### src/hatb_pkg.sv
// ---------------------------------------------------------------------------
// hatb_pkg
// Shared types, constants and the hex digit decoder for the ascii hex decoder.
// ---------------------------------------------------------------------------
package hatb_pkg;

    localparam int unsigned CHAR_W  = 8;
    localparam int unsigned COUNT_W = 7;
    localparam int unsigned NIB_W   = 4;

    localparam logic [CHAR_W-1:0] UPPER_OFFSET = 8'h37;
    localparam logic [CHAR_W-1:0] LOWER_OFFSET = 8'h57;
    localparam logic [CHAR_W-1:0] NIB_MASK_HI  = 8'hF0;

    localparam logic [COUNT_W-1:0] MAX_BYTES_RESET = 7'd127;

    // tdata width: out_byte and byte_count, padded to whole bytes
    localparam int unsigned M_TDATA_W = 16;
    localparam int unsigned M_TUSER_W = 3;

    // register index of max_bytes
    localparam logic REG_MAX_BYTES = 1'b0;

    typedef struct packed {
        logic [COUNT_W-1:0] byte_count;
        logic               ok;
        logic               done_res;
        logic               byte_valid;
        logic [CHAR_W-1:0]  out_byte;
    } result_t;

    typedef struct packed {
        logic             hit;
        logic [NIB_W-1:0] nib;
    } nib_dec_t;

    function automatic nib_dec_t decode_hex(input logic [CHAR_W-1:0] ch);
        nib_dec_t             d;
        logic [CHAR_W-1:0]    diff;
        d    = '0;
        diff = '0;
        if (ch >= 8'h30 && ch <= 8'h39) begin
            diff  = ch - 8'h30;
            d.hit = 1'b1;
        end else if (ch >= 8'h41 && ch <= 8'h46) begin
            diff  = ch - UPPER_OFFSET;
            d.hit = 1'b1;
        end else if (ch >= 8'h61 && ch <= 8'h66) begin
            diff  = ch - LOWER_OFFSET;
            d.hit = 1'b1;
        end
        d.nib = diff[NIB_W-1:0];
        return d;
    endfunction

endpackage

### src/hex_ascii_to_bytes_top.sv
// ---------------------------------------------------------------------------
// hex_ascii_to_bytes_top
// Streaming ascii hex to binary decoder, one character per transaction.
// ---------------------------------------------------------------------------
//
//  channel   | direction | transaction carries
//  ----------+-----------+----------------------------------------------------
//  s_axis    | in        | tdata[7:0] char_code, tlast string_end
//  m_axis    | out       | tdata out_byte/byte_count, tuser valid/done/ok flags
//  apb       | in/out    | max_bytes at byte address 0
//
//  one input transaction per cycle while s_axis_tready is high, one result transaction per input
//  each result is registered in the output register, or in the skid entry when
//  m_axis stalls; the decode and state update loop runs on second_nibble,
//  high_nibble, bytes_done and discarding
//  output register plus one skid entry: s_axis_tready is registered and only
//  drops when both hold results that m_axis has not taken
//  aresetn is synchronous active low; max_bytes resets to 127
//
module hex_ascii_to_bytes_top
    import hatb_pkg::*;
(
    input  logic                 aclk,
    input  logic                 aresetn,

    // input stream
    input  logic                 s_axis_tvalid,
    output logic                 s_axis_tready,
    input  logic [CHAR_W-1:0]    s_axis_tdata,   // [7:0] char_code
    input  logic                 s_axis_tlast,   // string_end

    // result stream
    output logic                 m_axis_tvalid,
    input  logic                 m_axis_tready,
    output logic [M_TDATA_W-1:0] m_axis_tdata,   // [7:0] out_byte, [14:8] byte_count
    output logic [M_TUSER_W-1:0] m_axis_tuser,   // [0] byte_valid, [1] done_res, [2] ok

    // configuration
    input  logic                 psel,
    input  logic                 penable,
    input  logic                 pwrite,
    input  logic [2:0]           paddr,
    input  logic [31:0]          pwdata,
    output logic [31:0]          prdata,
    output logic                 pready
);

    // conversion state
    logic               second_nibble_reg, second_nibble_next;
    logic [NIB_W-1:0]   high_nibble_reg,   high_nibble_next;
    logic [COUNT_W-1:0] bytes_done_reg,    bytes_done_next;
    logic               discarding_reg,    discarding_next;
    logic [COUNT_W-1:0] max_bytes_reg;

    // output register and skid entry
    logic    out_valid_reg, skid_valid_reg;
    result_t out_reg, skid_reg;

    result_t            res;
    nib_dec_t           dec;
    logic               in_accept;
    logic               out_pop;
    logic [CHAR_W-1:0]  partial;
    logic [COUNT_W-1:0] count_inc;
    logic               limit_met;
    logic               cfg_write;

    assign s_axis_tready = !skid_valid_reg;
    assign in_accept     = s_axis_tvalid && s_axis_tready;
    assign out_pop       = out_valid_reg && m_axis_tready;

    // ---------------- configuration port ----------------
    assign pready    = 1'b1;
    assign cfg_write = psel && penable && pwrite && pready;

    always_ff @(posedge aclk) begin
        if (!aresetn) begin
            max_bytes_reg <= MAX_BYTES_RESET;
        end else if (cfg_write && paddr[2] == REG_MAX_BYTES) begin
            max_bytes_reg <= pwdata[COUNT_W-1:0];
        end
    end

    always_comb begin
        prdata = '0;
        if (paddr[2] == REG_MAX_BYTES) begin
            prdata[COUNT_W-1:0] = max_bytes_reg;
        end
    end

    // ---------------- decode step ----------------
    assign dec       = decode_hex(s_axis_tdata);
    assign partial   = {high_nibble_reg, {NIB_W{1'b0}}} & NIB_MASK_HI;
    assign count_inc = bytes_done_reg + 7'd1;
    assign limit_met = bytes_done_reg >= max_bytes_reg;

    always_comb begin
        res                = '0;
        second_nibble_next = second_nibble_reg;
        high_nibble_next   = high_nibble_reg;
        bytes_done_next    = bytes_done_reg;
        discarding_next    = discarding_reg;

        priority if (discarding_reg) begin
            // drop everything until the string end, which re-arms
            if (s_axis_tlast) begin
                second_nibble_next = 1'b0;
                high_nibble_next   = '0;
                bytes_done_next    = '0;
                discarding_next    = 1'b0;
            end
        end else if (!second_nibble_reg && limit_met) begin
            // limit already reached at the start of a pair
            res.done_res   = 1'b1;
            res.ok         = 1'b1;
            res.byte_count = bytes_done_reg;
            if (s_axis_tlast) begin
                bytes_done_next = '0;
            end else begin
                discarding_next = 1'b1;
            end
        end else if (s_axis_tlast) begin
            res.done_res = 1'b1;
            if (second_nibble_reg) begin
                // odd end: flush the half byte and fail
                res.out_byte   = partial;
                res.byte_valid = 1'b1;
                res.byte_count = count_inc;
            end else begin
                res.ok         = 1'b1;
                res.byte_count = bytes_done_reg;
            end
            second_nibble_next = 1'b0;
            high_nibble_next   = '0;
            bytes_done_next    = '0;
        end else if (!dec.hit) begin
            // invalid character
            res.done_res = 1'b1;
            if (second_nibble_reg) begin
                res.out_byte   = partial;
                res.byte_valid = 1'b1;
                res.byte_count = count_inc;
            end else begin
                res.byte_count = bytes_done_reg;
            end
            discarding_next = 1'b1;
        end else if (!second_nibble_reg) begin
            high_nibble_next   = dec.nib;
            second_nibble_next = 1'b1;
        end else begin
            // pair complete
            res.out_byte       = partial | {{NIB_W{1'b0}}, dec.nib};
            res.byte_valid     = 1'b1;
            second_nibble_next = 1'b0;
            high_nibble_next   = '0;
            bytes_done_next    = count_inc;
            if (count_inc >= max_bytes_reg) begin
                res.done_res    = 1'b1;
                res.ok          = 1'b1;
                res.byte_count  = count_inc;
                discarding_next = 1'b1;
            end
        end
    end

    always_ff @(posedge aclk) begin
        if (!aresetn) begin
            second_nibble_reg <= 1'b0;
            high_nibble_reg   <= '0;
            bytes_done_reg    <= '0;
            discarding_reg    <= 1'b0;
        end else if (in_accept) begin
            second_nibble_reg <= second_nibble_next;
            high_nibble_reg   <= high_nibble_next;
            bytes_done_reg    <= bytes_done_next;
            discarding_reg    <= discarding_next;
        end
    end

    // ---------------- output register and skid ----------------
    always_ff @(posedge aclk) begin
        if (!aresetn) begin
            out_valid_reg  <= 1'b0;
            skid_valid_reg <= 1'b0;
        end else if (out_pop || !out_valid_reg) begin
            if (skid_valid_reg) begin
                out_valid_reg  <= 1'b1;
                skid_valid_reg <= 1'b0;
            end else begin
                out_valid_reg  <= in_accept;
            end
        end else if (in_accept) begin
            skid_valid_reg <= 1'b1;
        end
    end

    always_ff @(posedge aclk) begin
        if (out_pop || !out_valid_reg) begin
            if (skid_valid_reg) begin
                out_reg <= skid_reg;
            end else begin
                out_reg <= res;
            end
        end else if (in_accept) begin
            skid_reg <= res;
        end
    end

    assign m_axis_tvalid = out_valid_reg;
    assign m_axis_tdata  = {1'b0, out_reg.byte_count, out_reg.out_byte};
    assign m_axis_tuser  = {out_reg.ok, out_reg.done_res, out_reg.byte_valid};

endmodule

### config.mk
export PLATFORM = sky130hd
export DESIGN_NAME = hex_ascii_to_bytes_top
export DESIGN_NICKNAME = d
export VERILOG_FILES = /design/src/hatb_pkg.sv /design/src/hex_ascii_to_bytes_top.sv
export SDC_FILE = /design/constraint.sdc
export NUM_CORES = 1
export LEC_CHECK = 0
export BUFFER_PORTS_ARGS = -buffer_cell sky130_fd_sc_hd__clkbuf_2
export CAP_MARGIN = 20
export CORE_MARGIN = 2
export CORE_UTILIZATION = 50
export DETAILED_ROUTE_END_ITERATION = 12
export PLACE_DENSITY = 0.81
export SETUP_SLACK_MARGIN = 0.02
export SKIP_CTS_REPAIR_TIMING = 1
export SYNTH_ARGS = -nofsm -noshare
export SYNTH_HDL_FRONTEND = slang
export SYNTH_SLANG_ARGS = --single-unit
### constraint.sdc
create_clock -name aclk -period 3.5 [get_ports aclk]
set_input_delay 0 -clock aclk [delete_from_list [all_inputs] [get_ports aclk]]
set_output_delay 0 -clock aclk [all_outputs]
set_load 0.005 [all_outputs]
Yosys cells after proc, flatten, opt, wreduce, memory -nomap -nowiden:

Index checks and enable logic that the tools add are counted.
Widths: inputs -> output; s select.

* $lt $le $gt $ge: 8
* equality and inequality tests: 2
* bitwise operators: 4
* reduce and logical (&&, ||, !) cells: 19
* add/sub/neg operators: 4
* muxes and demuxes: 44

Operators with widths (count)
* $mux 18: 4
* $mux 7: 8
* $mux 4: 9
* $mux 9: 4
* $mux 1: 18
* $ge 8x7->1 const B: 2
* $le 8x7->1 const B: 2
* $ge 7x7->1: 2
* $mux 10: 1
* $logic_and 1x1->1: 9
* $ge 8x6->1 const B: 1
* $le 8x6->1 const B: 1
* $or 8x4->8: 1
* $sub 4x3->4 const B: 2
* $add 7x1->7 const B: 1
* $ne 2x2->1 const B: 2
* $reduce_and 2->1: 2
* $reduce_and 4->1: 1
* $reduce_bool 4->1: 1
* $sub 4x1->4 const B: 1
* $logic_not 1->1: 3
* $not 1->1: 3
* $reduce_bool 3->1: 1
* $reduce_or 2->1: 1
* $logic_or 1x1->1: 1

* register bits: 58
* logic and storage cells: 98
* input bits: 51
* output and inout port bits: 54

Longest topological paths before layout:

Gate-level depths: netlist (run 1).

* word-level depth: 12
* mapped depth: 12
* mapped depth without buffers: 11

Worst setup path before layout (run 1):

No wires, ideal clock.

* kind: register to register
* start: reg bytes_done_reg[2]
* end: reg out_reg (netlist bit m_axis_tdata[10]), data pin
* cell stages (with the launch flop): 12
* setup slack: 501 ps
* clock period less this slack: 2999 ps
* setup time: 256 ps
* data arrival time: 2743 ps
* cell sequence: dfxtp_1 and3_1 dlygate4sd1_1 nand3_1 xnor2_1 ha_1 a211o_1 o21ai_0 o21ai_0 o32a_1 o22a_1 a22o_1

* word-level cells in the longest chain between the ends: 9

Ends and longest elaborated chain
* from (decl): RTL line hex_ascii_to_bytes_top.sv:51 `logic [COUNT_W-1:0] bytes_done_reg, bytes_done_next;`
* from (signal assigned): RTL line hex_ascii_to_bytes_top.sv:175 `bytes_done_reg <= bytes_done_next;`
* $add 7x1->7: RTL line hex_ascii_to_bytes_top.sv:94 `assign count_inc = bytes_done_reg + 7'd1;`
* $ge 7x7->1: RTL line hex_ascii_to_bytes_top.sv:157 `if (count_inc >= max_bytes_reg) begin`
* $mux 9: RTL line hex_ascii_to_bytes_top.sv:157
* $mux 18: RTL line hex_ascii_to_bytes_top.sv:147 `end else if (!second_nibble_reg) begin`
* $mux 7: RTL line hex_ascii_to_bytes_top.sv:136 `end else if (!dec.hit) begin`
* $mux 18: RTL line hex_ascii_to_bytes_top.sv:122 `end else if (s_axis_tlast) begin`
* $mux 9 (*): RTL line hex_ascii_to_bytes_top.sv:112 `end else if (!second_nibble_reg && limit_met) begin`
* $mux 18 (*): RTL line hex_ascii_to_bytes_top.sv:104 `priority if (discarding_reg) begin`
* $mux 18 (*): RTL line hex_ascii_to_bytes_top.sv:199 `if (skid_valid_reg) begin`
* to (signal assigned): RTL line hex_ascii_to_bytes_top.sv:200 `out_reg <= skid_reg;`
* to (signal assigned): RTL line hex_ascii_to_bytes_top.sv:202 `out_reg <= res;`
* to (decl): RTL line hex_ascii_to_bytes_top.sv:57 `result_t out_reg, skid_reg;`

Every way passes the cells marked *; elsewhere a longest branch is shown, timed or not.
A chain may end at the register's enable or synchronous reset.

Final worst setup path (run 1):

* start: reg bytes_done_reg[0]
* end: reg out_reg (netlist bit m_axis_tdata[9]), data pin

The elaborated chain is that of the path after synthesis.

==> Flow_metrics.wiki, run 1 <==
{| class="wikitable"
! Metric !! Value
|-
| Routed wire length || about 6800 um
|-
| DR vias/cell || around 5.4
|-
| Detailed-route wire length per cell || 13.89 um
|-
| Non-Filler Instances || ~500
|-
| CTS root buffer || sky130_fd_sc_hd__clkbuf_8
|-
| Iter 0 DRT Violations || 98
|-
| Number of buffers created by CTS || 9
|-
| Setup Total Neg Slack || 0 ns
|-
| Reg area || 1521 um^2
|-
| Source of the worst register-to-register timing path || bytes_done_reg[0]$_SDFFE_PN0P_
|-
| Largest family of logic cells by synthesized area || simple AND/OR/NAND/NOR gates
|-
| Max H-tree Level || 3
|-
| Number of buffers on the longest clock path || 2
|-
| Cell count after synthesis || between 300 and 400
|-
| Path category of the worst min-delay check || input pin to register
|-
| Depth of the worst register-to-register path || 10
|-
| Critical Path Fanout Max || 6
|-
| Slew headroom || roughly two fifths
|-
| Proportion of layout cells with a drive suffix above 1 || between 20% and 30%
|-
| Unique masters post-synth || 68
|-
| Reported max-cap violation count || 0
|-
| Slew Limit Fails || 0
|-
| Largest net degree at the start of global routing || 26
|-
| Final-report hold violation count || 0
|-
| Vias in the first global route || between 2,000 and 2,500
|-
| Clock period minus worst slack || between 3 and 4 ns
|-
| First-pass GRT wire length || approximately 10,000 um
|-
| Number of enable flip-flop cells after synthesis || 36
|-
| Count of placed standard cells including taps || around 470
|-
| Startpoint type of the worst setup path || register
|-
| Critical Path AT || approximately 3.3 ns
|-
| Standard-cell rows || 30
|-
| Top-area cell type share of the netlist area || a little under a third
|-
| Worst-case vdd ir drop || between 0.00015 and 0.0002 V
|-
| Synth Area in Adders || about 6.5%
|-
| Transition time at the pin with the least slew margin || 0.9042 ns
|-
| Post-detailed-route DRC marker count || 0
|-
| Global route overflow || 0
|-
| Height of the die || approximately 87 um
|-
| IO buf count || 50
|-
| Peak clock frequency supported by timing || 306.4 MHz
|-
| Final worst-path cycle share || a little over 90%
|-
| Beginning of the critical path || bytes_done_reg[0]$_SDFFE_PN0P_
|-
| I/O pin count || around 110
|-
| Outcome || complete, no violations
|-
| Multi-input combinational cell area || 1697 um^2
|-
| Combined global-route utilization of all metal layers || around 18%
|-
| FF+latch count, synth || 58
|-
| Leakage power summed over all cells || 1.737 nW
|-
| Unrepaired setup endpoints after global routing || false
|-
| Final layout net count || around 470
|-
| Power density cells || between 300 and 400 nW/um^2
|-
| Synth-to-Final Area Change || 14.47%
|-
| Crit Path Class || register to register
|-
| Synth Area in Simple Gates || ~17%
|-
| Die Area || ~7600 um^2
|-
| Number of antenna violations at the first check in global routing || 0
|-
| Complex-gate fraction of the synthesized area || about 15%
|-
| Fraction of synthesized area in multiplexers || slightly above 4%
|-
| Post-CTS clock slew at the launch and capture registers of the worst setup and hold paths || roughly 0.07 ns
|-
| Area of the core || around 6700 um^2
|-
| Capturing point of the worst reg2reg path || m_axis_tdata[9]$_DFFE_PP_
|-
| Critical Path Sink || m_axis_tdata[9]$_DFFE_PP_
|-
| Proportion of synthesized flip-flops having asynchronous set or reset || 0%
|-
| Via Count || 2,631
|-
| TritonCTS Sinks || 58
|-
| Placer congestion estimate || between 0.8 and 0.9
|-
| Summed instance area of the synthesized netlist || around 3400 um^2
|-
| Horizontal die dimension || around 87 um
|-
| Number of filler cells placed in the layout || 546
|-
| Seq/Total Area, Yosys || roughly 44%
|-
| First-pass DRT Iterations || 5
|-
| Clk_lat worst skew || roughly 0.34 ns
|-
| Antenna diode instance count || 0
|-
| Reg-to-reg slack, setup || 0.24 ns
|-
| Antenna violation net count after detailed routing || 0
|-
| Initial cell density of the core || slightly above 50%
|-
| Top flip-flop cell by instance count after synthesis || sky130_fd_sc_hd__edfxtp_1
|-
| Capturing element type of the critical path || register
|-
| Largest area contributor in the synthesized netlist || sky130_fd_sc_hd__edfxtp_1
|-
| Top cells by area in the synthesized netlist || sky130_fd_sc_hd__edfxtp_1 31%, sky130_fd_sc_hd__dfxtp_1 13%, sky130_fd_sc_hd__ha_1 6.5%
|-
| Syn avg cell area || 10.03 um^2
|-
| Worst path required time || 3.57 ns
|-
| Setup clock skew after layout || 0.01155 ns
|-
| Final setup vio count || 0
|-
| Max reg flops || 18
|-
| Placed wire-length estimate || 4688 um
|-
| Warnings, synthesis || 0
|-
| Clock tree from TritonCTS || built
|-
| Synthesized-area fraction occupied by xor and xnor cells || 3.301%
|}
## power by group
group          leakage, nW  internal [mW]  total (mW)  switching (mW)
logic                 1.10         0.0557       0.135          0.0794
registers            0.538          0.746       0.756         0.00974
clock network        0.103          0.399       0.673           0.274
## layout make-up
type / count / area share (%)
Clock inverter: 7 / 2.345
Multi-Input combinational cell: 257 / 42.97
Inverter: 15 / 1.426
Tap cell: 80 / 2.535
Sequential cell: 58 / 38.53
Clock buffer: 9 / 3.137
Timing Repair Buffer: 62 / 9.062
## layout by cell type (no fill, tap or decap), drive strengths merged, types with 6 or more instances in the layout
| master | count |
|---|---|
| a21oi | 18 |
| clkbuf | 59 |
| ha | 18 |
| inv | 16 |
| nor2 | 21 |
| conb | 27 |
| nor3 | 8 |
| nand3 | 10 |
| xnor2 | 6 |
| dlygate4sd3 | 7 |
| xor2 | 7 |
| nand2 | 31 |
| edfxtp | 36 |
| dfxtp | 22 |
| o21ai | 26 |
| mux2 | 10 |
## routing by layer
metal  GRT usage [%]  vias up  routed length [um]
met5               0        -                   0
met4           4.830        0                  22
met3           5.024        5                 444
met2           28.31      119                3275
met1           23.73     1206                3034
li1                -     1301                   -
## worst max-delay path, cell delays in order (launching register included)
cell,delay [ns]
sky130_fd_sc_hd__dfxtp_1,0.45
sky130_fd_sc_hd__and3_1,0.30
sky130_fd_sc_hd__nand3_1,0.19
sky130_fd_sc_hd__xnor2_1,0.18
sky130_fd_sc_hd__ha_1,0.31
sky130_fd_sc_hd__a211o_1,0.30
sky130_fd_sc_hd__o21ai_0,0.14
sky130_fd_sc_hd__o21ai_0,0.31
sky130_fd_sc_hd__mux2_1,0.41
sky130_fd_sc_hd__a32oi_1,0.32
sky130_fd_sc_hd__o31ai_2,0.09
## through the flow
step	area (um^2)	worst slack [ns]	hold WS [ns]	power (mW)	util [%]
floorplan	3543	0.5008	0.02691	0.8693	-
global placement	3662	0.3508	0.2122	0.8932	54.51
detailed placement	3662	0.3017	0.2206	0.8976	54.51
CTS	3879	0.2852	-0.1341	1.564	57.73
global route	3949	0.02762	0.05576	1.614	58.77
finish	3949	0.2362	0.02038	1.564	58.77
## kinds of logic after synthesis
group | count (synthesis)
AND/OR/NAND/NOR | 108
flip-flops | 58
AO/OA/AOI/OAI | 78
adder cells (fa/ha/maj) | 18
buffers and inverters | 54
multiplexers | 13
XOR/XNOR | 13
other | 2
## synth_stat cells (4+ instances only)
cell type,n
sky130_fd_sc_hd__clkbuf_1,6
sky130_fd_sc_hd__nor3b_1,5
sky130_fd_sc_hd__nand2_1,31
sky130_fd_sc_hd__nor3_1,7
sky130_fd_sc_hd__nor2b_1,4
sky130_fd_sc_hd__dfxtp_1,22
sky130_fd_sc_hd__o21ai_1,6
sky130_fd_sc_hd__a21oi_1,15
sky130_fd_sc_hd__edfxtp_1,36
sky130_fd_sc_hd__ha_1,18
sky130_fd_sc_hd__nand3_1,9
sky130_fd_sc_hd__or3_1,4
sky130_fd_sc_hd__buf_4,28
sky130_fd_sc_hd__nor2_1,20
sky130_fd_sc_hd__xor2_1,7
sky130_fd_sc_hd__a21boi_0,4
sky130_fd_sc_hd__inv_1,15
sky130_fd_sc_hd__mux2_2,9
sky130_fd_sc_hd__xnor2_1,6
sky130_fd_sc_hd__o21ai_0,20
sky130_fd_sc_hd__and2_1,5
## how the worst min path moves through the flow
stage	from	endpoint	slack, ns	cells after the start
after floorplan	paddr[2]	prdata[1]	0.03	1
after global placement	pwdata[0]	max_bytes_reg[0]$_SDFFE_PN1P_	0.21	3
after detailed placement	pwdata[0]	max_bytes_reg[0]$_SDFFE_PN1P_	0.22	3
after CTS	pwdata[0]	max_bytes_reg[0]$_SDFFE_PN1P_	-0.13	3
after global routing	s_axis_tvalid	m_axis_tvalid$_SDFFE_PN0P_	0.06	3
final	s_axis_tvalid	skid_valid_reg$_SDFFE_PP0P_	0.02	3
No activity file was read; power rests on OpenSTA's default activity.
==> run 2, diff against run 1 <==
--- a/config.mk
+++ b/config.mk
@@ -6,10 +6,10 @@
 export NUM_CORES = 1
 export LEC_CHECK = 0
 export BUFFER_PORTS_ARGS = -buffer_cell sky130_fd_sc_hd__clkbuf_2
-export CAP_MARGIN = 20
 export CORE_MARGIN = 2
 export CORE_UTILIZATION = 50
 export DETAILED_ROUTE_END_ITERATION = 12
+export GPL_TIMING_DRIVEN = 1
 export PLACE_DENSITY = 0.81
 export SETUP_SLACK_MARGIN = 0.02
 export SKIP_CTS_REPAIR_TIMING = 1
==> constraint.sdc (replaced) <==
create_clock -name aclk -period 3.25 [get_ports aclk]
set_input_delay 0 -clock aclk [delete_from_list [all_inputs] [get_ports aclk]]
set_output_delay 0 -clock aclk [all_outputs]
set_load 0.005 [all_outputs]
==> run 2 against run 1 <==
  * Largest cell class unchanged
  * Register-to-register slack improved by 0.02 ns
  * Die area unchanged
  * Critical path depth is 2 higher
  * Worst setup slack better by 0.023 ns
  * Critical path type unchanged
  * Via count increased by 1.1%
  * First-iteration DRC count increased by 24%
  * Sequential power grew 7.7%
  * Clock power rose by 5.8%
  * Utilization increased by 0.45 points
  * Power increased by 7.0%
==> Flow_metrics.wiki, run 2 (synthesis gave the netlist of run 1 again) <==
{| class="wikitable"
! Metric !! Value
|-
| Setup Total Neg Slack || 0 ns (unchanged)
|-
| Post-CTS clock slew at the launch and capture registers of the worst setup and hold paths || 0.06 ns (about the same)
|-
| Synth-to-Final Area Change || 15.34%
|-
| Clk_lat worst skew || 0.34 ns (about the same)
|-
| Reg area || 1521 um^2 (unchanged)
|-
| Worst-case vdd ir drop || 0.0001830 V (+10%)
|-
| Post-detailed-route DRC marker count || 0 (unchanged)
|-
| Routed wire length || 6932 um (+2.3%)
|-
| Placement Setup Slack || 0.3056 ns (+0.003815 ns)
|-
| Final setup vio count || 0 (unchanged)
|-
| Antenna violation net count after detailed routing || 0 (unchanged)
|-
| DR vias/cell || 5.394 (about the same)
|-
| Antenna diode instance count || 0 (unchanged)
|-
| Multi-input combinational cell area || 1697 um^2 (unchanged)
|-
| Final worst-path cycle share || 92.04% (-1.2 points)
|-
| Number of antenna violations at the first check in global routing || 0 (unchanged)
|-
| Most common cell after layout, fill and taps aside || sky130_fd_sc_hd__clkbuf_2
|-
| Iter 0 DRT Violations || 122 (+24%)
|-
| Reported max-cap violation count || 0 (unchanged)
|-
| First-pass GRT wire length || 11,050 um (+5.5%)
|-
| Slew Limit Fails || 0 (unchanged)
|-
| Critical Path Fanout Max || 6 (unchanged)
|-
| Detailed-route wire length per cell || 14.06 um (+1.2%)
|-
| Via Count || 2,659 (+1.1%)
|-
| Clock period minus worst slack || 2.991 ns (-0.2725 ns)
|-
| CTS root buffer || sky130_fd_sc_hd__clkbuf_8
|-
| Final-report hold violation count || 0 (unchanged)
|-
| Vias in the first global route || 2,439 (+8.8%)
|-
| Combined global-route utilization of all metal layers || 18.92% (+1.2 points)
|-
| Startpoint type of the worst setup path || register
|-
| Crit Path Class || register to register
|-
| Max H-tree Level || 3 (unchanged)
|-
| Most frequent cells in the layout || 50 x sky130_fd_sc_hd__clkbuf_2, 36 x sky130_fd_sc_hd__edfxtp_1, 31 x sky130_fd_sc_hd__nand2_1, 27 x sky130_fd_sc_hd__conb_1, 22 x sky130_fd_sc_hd__dfxtp_1
|-
| Number of buffers created by CTS || 9 (unchanged)
|-
| Area of the core || 6719 um^2 (unchanged)
|-
| Setup clock skew after layout || 0.01081 ns (-0.0007373 ns)
|-
| Horizontal die dimension || 87.06 um (unchanged)
|-
| Final layout net count || 477 (+1.1%)
|-
| I/O pin count || 105 (unchanged)
|-
| TritonCTS Sinks || 58 (unchanged)
|-
| Crit path setup slack, layout || 0.2587 ns (+0.02254 ns)
|-
| Placer congestion estimate || 0.7908 (-2.7%)
|-
| Height of the die || 87.06 um (unchanged)
|-
| Outcome || complete, no violations
|-
| Initial cell density of the core || 51.34% (unchanged)
|-
| Unrepaired setup endpoints after global routing || false
|-
| Number of filler cells placed in the layout || 556 (+1.8%)
|-
| Power density cells || 420.5 nW/um^2 (+6.2%)
|-
| Die Area || 7579 um^2 (unchanged)
|-
| Leakage power summed over all cells || 1.763 nW (+1.5%)
|-
| Slew headroom || 37.81% (-1.9 points)
|-
| Clock tree from TritonCTS || built
|-
| Peak clock frequency supported by timing || 334.3 MHz (+9.1%)
|-
| Proportion of layout cells with a drive suffix above 1 || 23.73% (+0.69 points)
|-
| IO buf count || 50 (unchanged)
|-
| Max reg flops || 18 (unchanged)
|-
| Path category of the worst min-delay check || input pin to register
|-
| First-pass DRT Iterations || 4 (-1)
|-
| Largest net degree at the start of global routing || 26 (unchanged)
|-
| Transition time at the pin with the least slew margin || 0.9329 ns (+0.02869 ns)
|-
| Worst path required time || 3.32 ns (-0.25 ns)
|-
| Critical Path AT || 3.06 ns (-0.27 ns)
|-
| Standard-cell rows || 30 (unchanged)
|-
| Placed wire-length estimate || 4910 um (+4.7%)
|-
| Global route overflow || 0 (unchanged)
|-
| Number of buffers on the longest clock path || 2 (unchanged)
|-
| Capturing element type of the critical path || register
|}
## run 2: cell types whose count changed in the layout (fill, tap and decap cells not counted)
cell	previous run	this run
sky130_fd_sc_hd__buf_4	5	10
sky130_fd_sc_hd__inv_6	1	0
sky130_fd_sc_hd__clkinv_2	1	2
sky130_fd_sc_hd__clkinvlp_4	2	1
sky130_fd_sc_hd__clkbuf_1	0	1
## run 2: final timing paths
kind,end,slack [ns],depth (start not counted),startpoint
hold / removal,high_nibble_reg[1]$_SDFFE_PN0P_,0.02,3,s_axis_tdata[1]
hold reg to reg,high_nibble_reg[0]$_SDFFE_PN0P_,0.46,2,high_nibble_reg[0]$_SDFFE_PN0P_
setup reg to reg,m_axis_tdata[9]$_DFFE_PP_,0.26,12,bytes_done_reg[0]$_SDFFE_PN0P_
setup / recovery,m_axis_tdata[9]$_DFFE_PP_,0.26,12,bytes_done_reg[0]$_SDFFE_PN0P_
## run 2: stage by stage
step | cell area, um^2 | utilization [%] | power (mW) | hold WS (ns) | cells
6_report | 3979 | 59.22 | 1.673 | 0.02159 | 493
5_1_grt | 3979 | 59.22 | 1.729 | 0.02780 | 493
4_1_cts | 3909 | 58.18 | 1.674 | -0.1395 | 486
3_5_place_dp | 3700 | 55.07 | 0.9677 | 0.2189 | 470
3_3_place_gp | 3700 | 55.07 | 0.9628 | 0.2123 | 470
2_1_floorplan | 3543 | - | 0.9362 | 0.02691 | 369
## run 2: where the power goes
group	internal [mW]	total, mW	switching, mW	leakage (nW)
clock	0.426	0.712	0.286	0.104
sequential	0.804	0.814	0.0104	0.538
combinational	0.0609	0.147	0.0858	1.12
## run 2: worst max-delay path, cell delays in order (launching register included)
cell and delay (ns):
sky130_fd_sc_hd__dfxtp_1 0.44, sky130_fd_sc_hd__ha_1 0.20, sky130_fd_sc_hd__and3_1 0.19, sky130_fd_sc_hd__nand3_1 0.13
sky130_fd_sc_hd__xnor2_1 0.18, sky130_fd_sc_hd__ha_1 0.22, sky130_fd_sc_hd__a211o_1 0.24, sky130_fd_sc_hd__o21ai_0 0.14
sky130_fd_sc_hd__o21ai_0 0.10, sky130_fd_sc_hd__buf_4 0.17, sky130_fd_sc_hd__mux2_1 0.29, sky130_fd_sc_hd__a32oi_1 0.34
sky130_fd_sc_hd__o31ai_2 0.09
## run 2: layout make-up
cell class	instances	share of cell area (%)
Clock buffer	10	3.208
Clock inverter	6	2.044
Inverter	15	1.415
Multi-Input combinational cell	257	42.64
Sequential cell	58	38.24
Tap cell	80	2.516
Timing Repair Buffer	67	9.937
## run 2: routing by layer
metal	share of wire (%)	up-vias	track usage (%)
met5	0	-	0
met4	1.7	0	11.22
met3	6.1	12	3.981
met2	48	108	29.42
met1	45	1235	24.19
li1	-	1304	-
==> run 3, diff against run 2 <==
--- a/config.mk
+++ b/config.mk
@@ -6,11 +6,13 @@
 export NUM_CORES = 1
 export LEC_CHECK = 0
 export BUFFER_PORTS_ARGS = -buffer_cell sky130_fd_sc_hd__clkbuf_2
+export CELL_PAD_IN_SITES_DETAIL_PLACEMENT = 0
+export CELL_PAD_IN_SITES_GLOBAL_PLACEMENT = 1
 export CORE_MARGIN = 2
-export CORE_UTILIZATION = 50
+export CORE_UTILIZATION = 39
 export DETAILED_ROUTE_END_ITERATION = 12
 export GPL_TIMING_DRIVEN = 1
-export PLACE_DENSITY = 0.81
+export PLACE_DENSITY = 0.83
 export SETUP_SLACK_MARGIN = 0.02
 export SKIP_CTS_REPAIR_TIMING = 1
 export SYNTH_ARGS = -nofsm -noshare
==> constraint.sdc (replaced) <==
create_clock -name aclk -period 3.25 [get_ports aclk]
set_input_delay 0 -clock aclk [delete_from_list [all_inputs] [get_ports aclk]]
set_output_delay 0 -clock aclk [all_outputs]
set_load 0.01 [all_outputs]
==> run 3 against run 2 <==
  * Cell count increased by 6.3%
  * Worst setup slack better by 0.018 ns
  * Routed wire length shrank 2.7%
  * Utilization is 13 points lower
  * Register-to-register slack better by 0.02 ns
  * Clock power fell by 22%
  * Non-clock buffer count grew 3
  * Clock skew fell by 0.0029 ns
  * Highest routed layer unchanged
==> Flow_metrics.wiki, run 3 (synthesis gave the netlist of run 1 again) <==
{| class="wikitable"
! Metric !! Value
|-
| Outcome || complete, no violations
|-
| Path category of the worst min-delay check || input pin to register
|-
| Setup clock skew after layout || 0.007882 ns (-0.002932 ns)
|-
| Number of filler cells placed in the layout || 832 (+50%)
|-
| TritonCTS Sinks || 58 (unchanged)
|-
| Placed wire-length estimate || 4945 um (+0.72%)
|-
| Global route overflow || 0 (unchanged)
|-
| Clk_lat worst skew || 0.33 ns (about the same)
|-
| Post-CTS clock slew at the launch and capture registers of the worst setup and hold paths || 0.07 ns (about the same)
|-
| Final-report hold violation count || 0 (unchanged)
|-
| Worst-case vdd ir drop || 0.0001456 V (-20%)
|-
| Buffering stage count on the worst path with inverters included || 2 (+1)
|-
| Leakage power summed over all cells || 1.757 nW (-0.35%)
|-
| Cell chain of the critical path || ha_1 -> and3_1 -> buf_4 -> xor2_1 -> ha_1 -> and3_1 -> o21ai_0 -> o21ai_0 -> buf_4 -> mux2_1 -> a32oi_2 -> o31ai_2
|-
| Area of the core || 8636 um^2 (+29%)
|-
| Worst path required time || 3.31 ns (about the same)
|-
| Non-Filler Instances || 524 (+6.3%)
|-
| First-pass DRT Iterations || 5 (+1)
|-
| Antenna violation net count after detailed routing || 0 (unchanged)
|-
| Proportion of layout cells with a drive suffix above 1 || 24.76% (+1.0 points)
|-
| Final worst-path cycle share || 91.48% (-0.56 points)
|-
| Max reg flops || 18 (unchanged)
|-
| Number of antenna violations at the first check in global routing || 0 (unchanged)
|-
| Number of buffers created by CTS || 9 (unchanged)
|-
| Unrepaired setup endpoints after global routing || false
|-
| Peak clock frequency supported by timing || 336.4 MHz (+0.61%)
|-
| Cell at the slowest stage of the critical path || sky130_fd_sc_hd__dfxtp_1
|-
| Slew Limit Fails || 0 (unchanged)
|-
| Synth-to-Final Area Change || 15.89%
|-
| Most common cell after layout, fill and taps aside || sky130_fd_sc_hd__clkbuf_2
|-
| First-pass GRT wire length || 11,240 um (+1.8%)
|-
| Part of the total power dissipated in the clock network || 36.3% (-6.3 points)
|-
| Transition time at the pin with the least slew margin || 0.9268 ns (-0.006139 ns)
|-
| Count of placed standard cells including taps || 501 (+6.6%)
|-
| Standard-cell rows || 34 (+13%)
|-
| Height of the die || 98.05 um (+13%)
|-
| IO buf count || 50 (unchanged)
|-
| I/O pin count || 105 (unchanged)
|-
| Kind of cell adding the most delay to the critical path || compound AO/OA/AOI/OAI gates
|-
| DR vias/cell || 5.015 (-7.0%)
|-
| Clock tree from TritonCTS || built
|-
| Combined global-route utilization of all metal layers || 14.32% (-4.6 points)
|-
| Power share of the combinational group || 10.5% (+1.7 points)
|-
| Number of buffers on the longest clock path || 2 (unchanged)
|-
| Placer congestion estimate || 0.8240 (+4.2%)
|-
| Startpoint type of the worst setup path || register
|-
| Multi-input combinational cell area || 1704 um^2 (+0.44%)
|-
| Initial cell density of the core || 39.94% (-11 points)
|-
| Crit Path Class || register to register
|-
| Largest stage delay, worst path || 0.41 ns (-0.03 ns)
|-
| Critical Path AT || 3.04 ns (-0.02 ns)
|-
| Horizontal die dimension || 98.05 um (+13%)
|-
| Reg area || 1523 um^2 (about the same)
|-
| Net Sw Frac || 25.85% (+3.0 points)
|-
| Critical Path Fanout Max || 5 (-1)
|-
| Final setup vio count || 0 (unchanged)
|-
| Antenna diode instance count || 0 (unchanged)
|-
| Sequential fraction of design power || 53.2% (+4.5 points)
|-
| Die Area || 9613 um^2 (+27%)
|-
| Routed wire length || 6747 um (-2.7%)
|-
| Iter 0 DRT Violations || 172 (+41%)
|-
| Vias in the first global route || 2,413 (-1.1%)
|-
| Setup Total Neg Slack || 0 ns (unchanged)
|-
| Most frequent cells in the layout || 50 x sky130_fd_sc_hd__clkbuf_2, 36 x sky130_fd_sc_hd__edfxtp_1, 31 x sky130_fd_sc_hd__nand2_1, 27 x sky130_fd_sc_hd__conb_1, 21 x sky130_fd_sc_hd__dfxtp_1
|-
| Via Count || 2,628 (-1.2%)
|-
| Slew headroom || 38.21% (+0.41 points)
|-
| CTS root buffer || sky130_fd_sc_hd__clkbuf_8
|-
| Max H-tree Level || 3 (unchanged)
|-
| Largest net degree at the start of global routing || 26 (unchanged)
|-
| Switching Power || 0.3951 mW (+3.4%)
|-
| Capturing element type of the critical path || register
|-
| Reported max-cap violation count || 0 (unchanged)
|-
| Post-detailed-route DRC marker count || 0 (unchanged)
|-
| Detailed-route wire length per cell || 12.88 um (-8.4%)
|-
| Final layout net count || 480 (+0.63%)
|-
| Power density cells || 382.3 nW/um^2 (-9.1%)
|-
| Internal || 1.133 mW (-12%)
|-
| Post-layout power || 1.528 mW (-8.7%)
|-
| Clock period minus worst slack || 2.973 ns (-0.01819 ns)
|}
run 3: area by class of cell:
cell class	count	share of cell area [%]
Clock buffer	10	3.192
Sequential cell	58	38.09
Tap cell	108	3.380
Inverter	15	1.408
Multi-Input combinational cell	257	42.63
Timing Repair Buffer	70	10.45
Clock inverter	6	0.8451
run 3: final timing paths:
path                                   startpoint                               to  slack [ns]  cells after the start
hold / removal                      s_axis_tvalid      skid_valid_reg$_SDFFE_PP0P_       0.006                      3
hold reg to reg   high_nibble_reg[1]$_SDFFE_PN0P_  high_nibble_reg[1]$_SDFFE_PN0P_        0.47                      2
setup / recovery   bytes_done_reg[0]$_SDFFE_PN0P_        m_axis_tdata[9]$_DFFE_PP_        0.28                     12
setup reg to reg   bytes_done_reg[0]$_SDFFE_PN0P_        m_axis_tdata[9]$_DFFE_PP_        0.28                     12
run 3: metal layers:
metal	GRT usage [%]	vias to the layer above	wire, um	part of all wire [%]
li1	-	1317	-	-
met1	19.13	1200	3211	48
met2	22.44	98	2964	44
met3	3.006	13	437	6.5
met4	6.410	0	133	2.0
met5	0	-	0	0
run 3: power groups by stage:
stage	combinational [mW]	sequential, mW	clock, mW
2_1_floorplan	0.118	0.834	0
3_3_place_gp	0.151	0.828	0
3_5_place_dp	0.153	0.829	0
4_1_cts	0.154	0.813	0.571
5_1_grt	0.177	0.816	0.600
6_report	0.160	0.813	0.555
run 3: tightest hold or removal path, cell delays in order:
cell                       delay (ns)
sky130_fd_sc_hd__clkbuf_2        0.11
sky130_fd_sc_hd__nor2_1          0.11
sky130_fd_sc_hd__nor3b_1         0.06
run 3: per-stage QoR:
step | area, um^2 | utilization [%] | hold WS [ns] | worst slack [ns]
2_1_floorplan | 3543 | - | 0.04292 | 0.2508
3_3_place_gp | 3757 | 43.51 | 0.2164 | 0.2819
3_5_place_dp | 3757 | 43.51 | 0.2163 | 0.2264
4_1_cts | 3919 | 45.38 | -0.1372 | 0.2041
5_1_grt | 3998 | 46.29 | 0.01884 | 0.05002
6_report | 3998 | 46.29 | 0.005528 | 0.2769
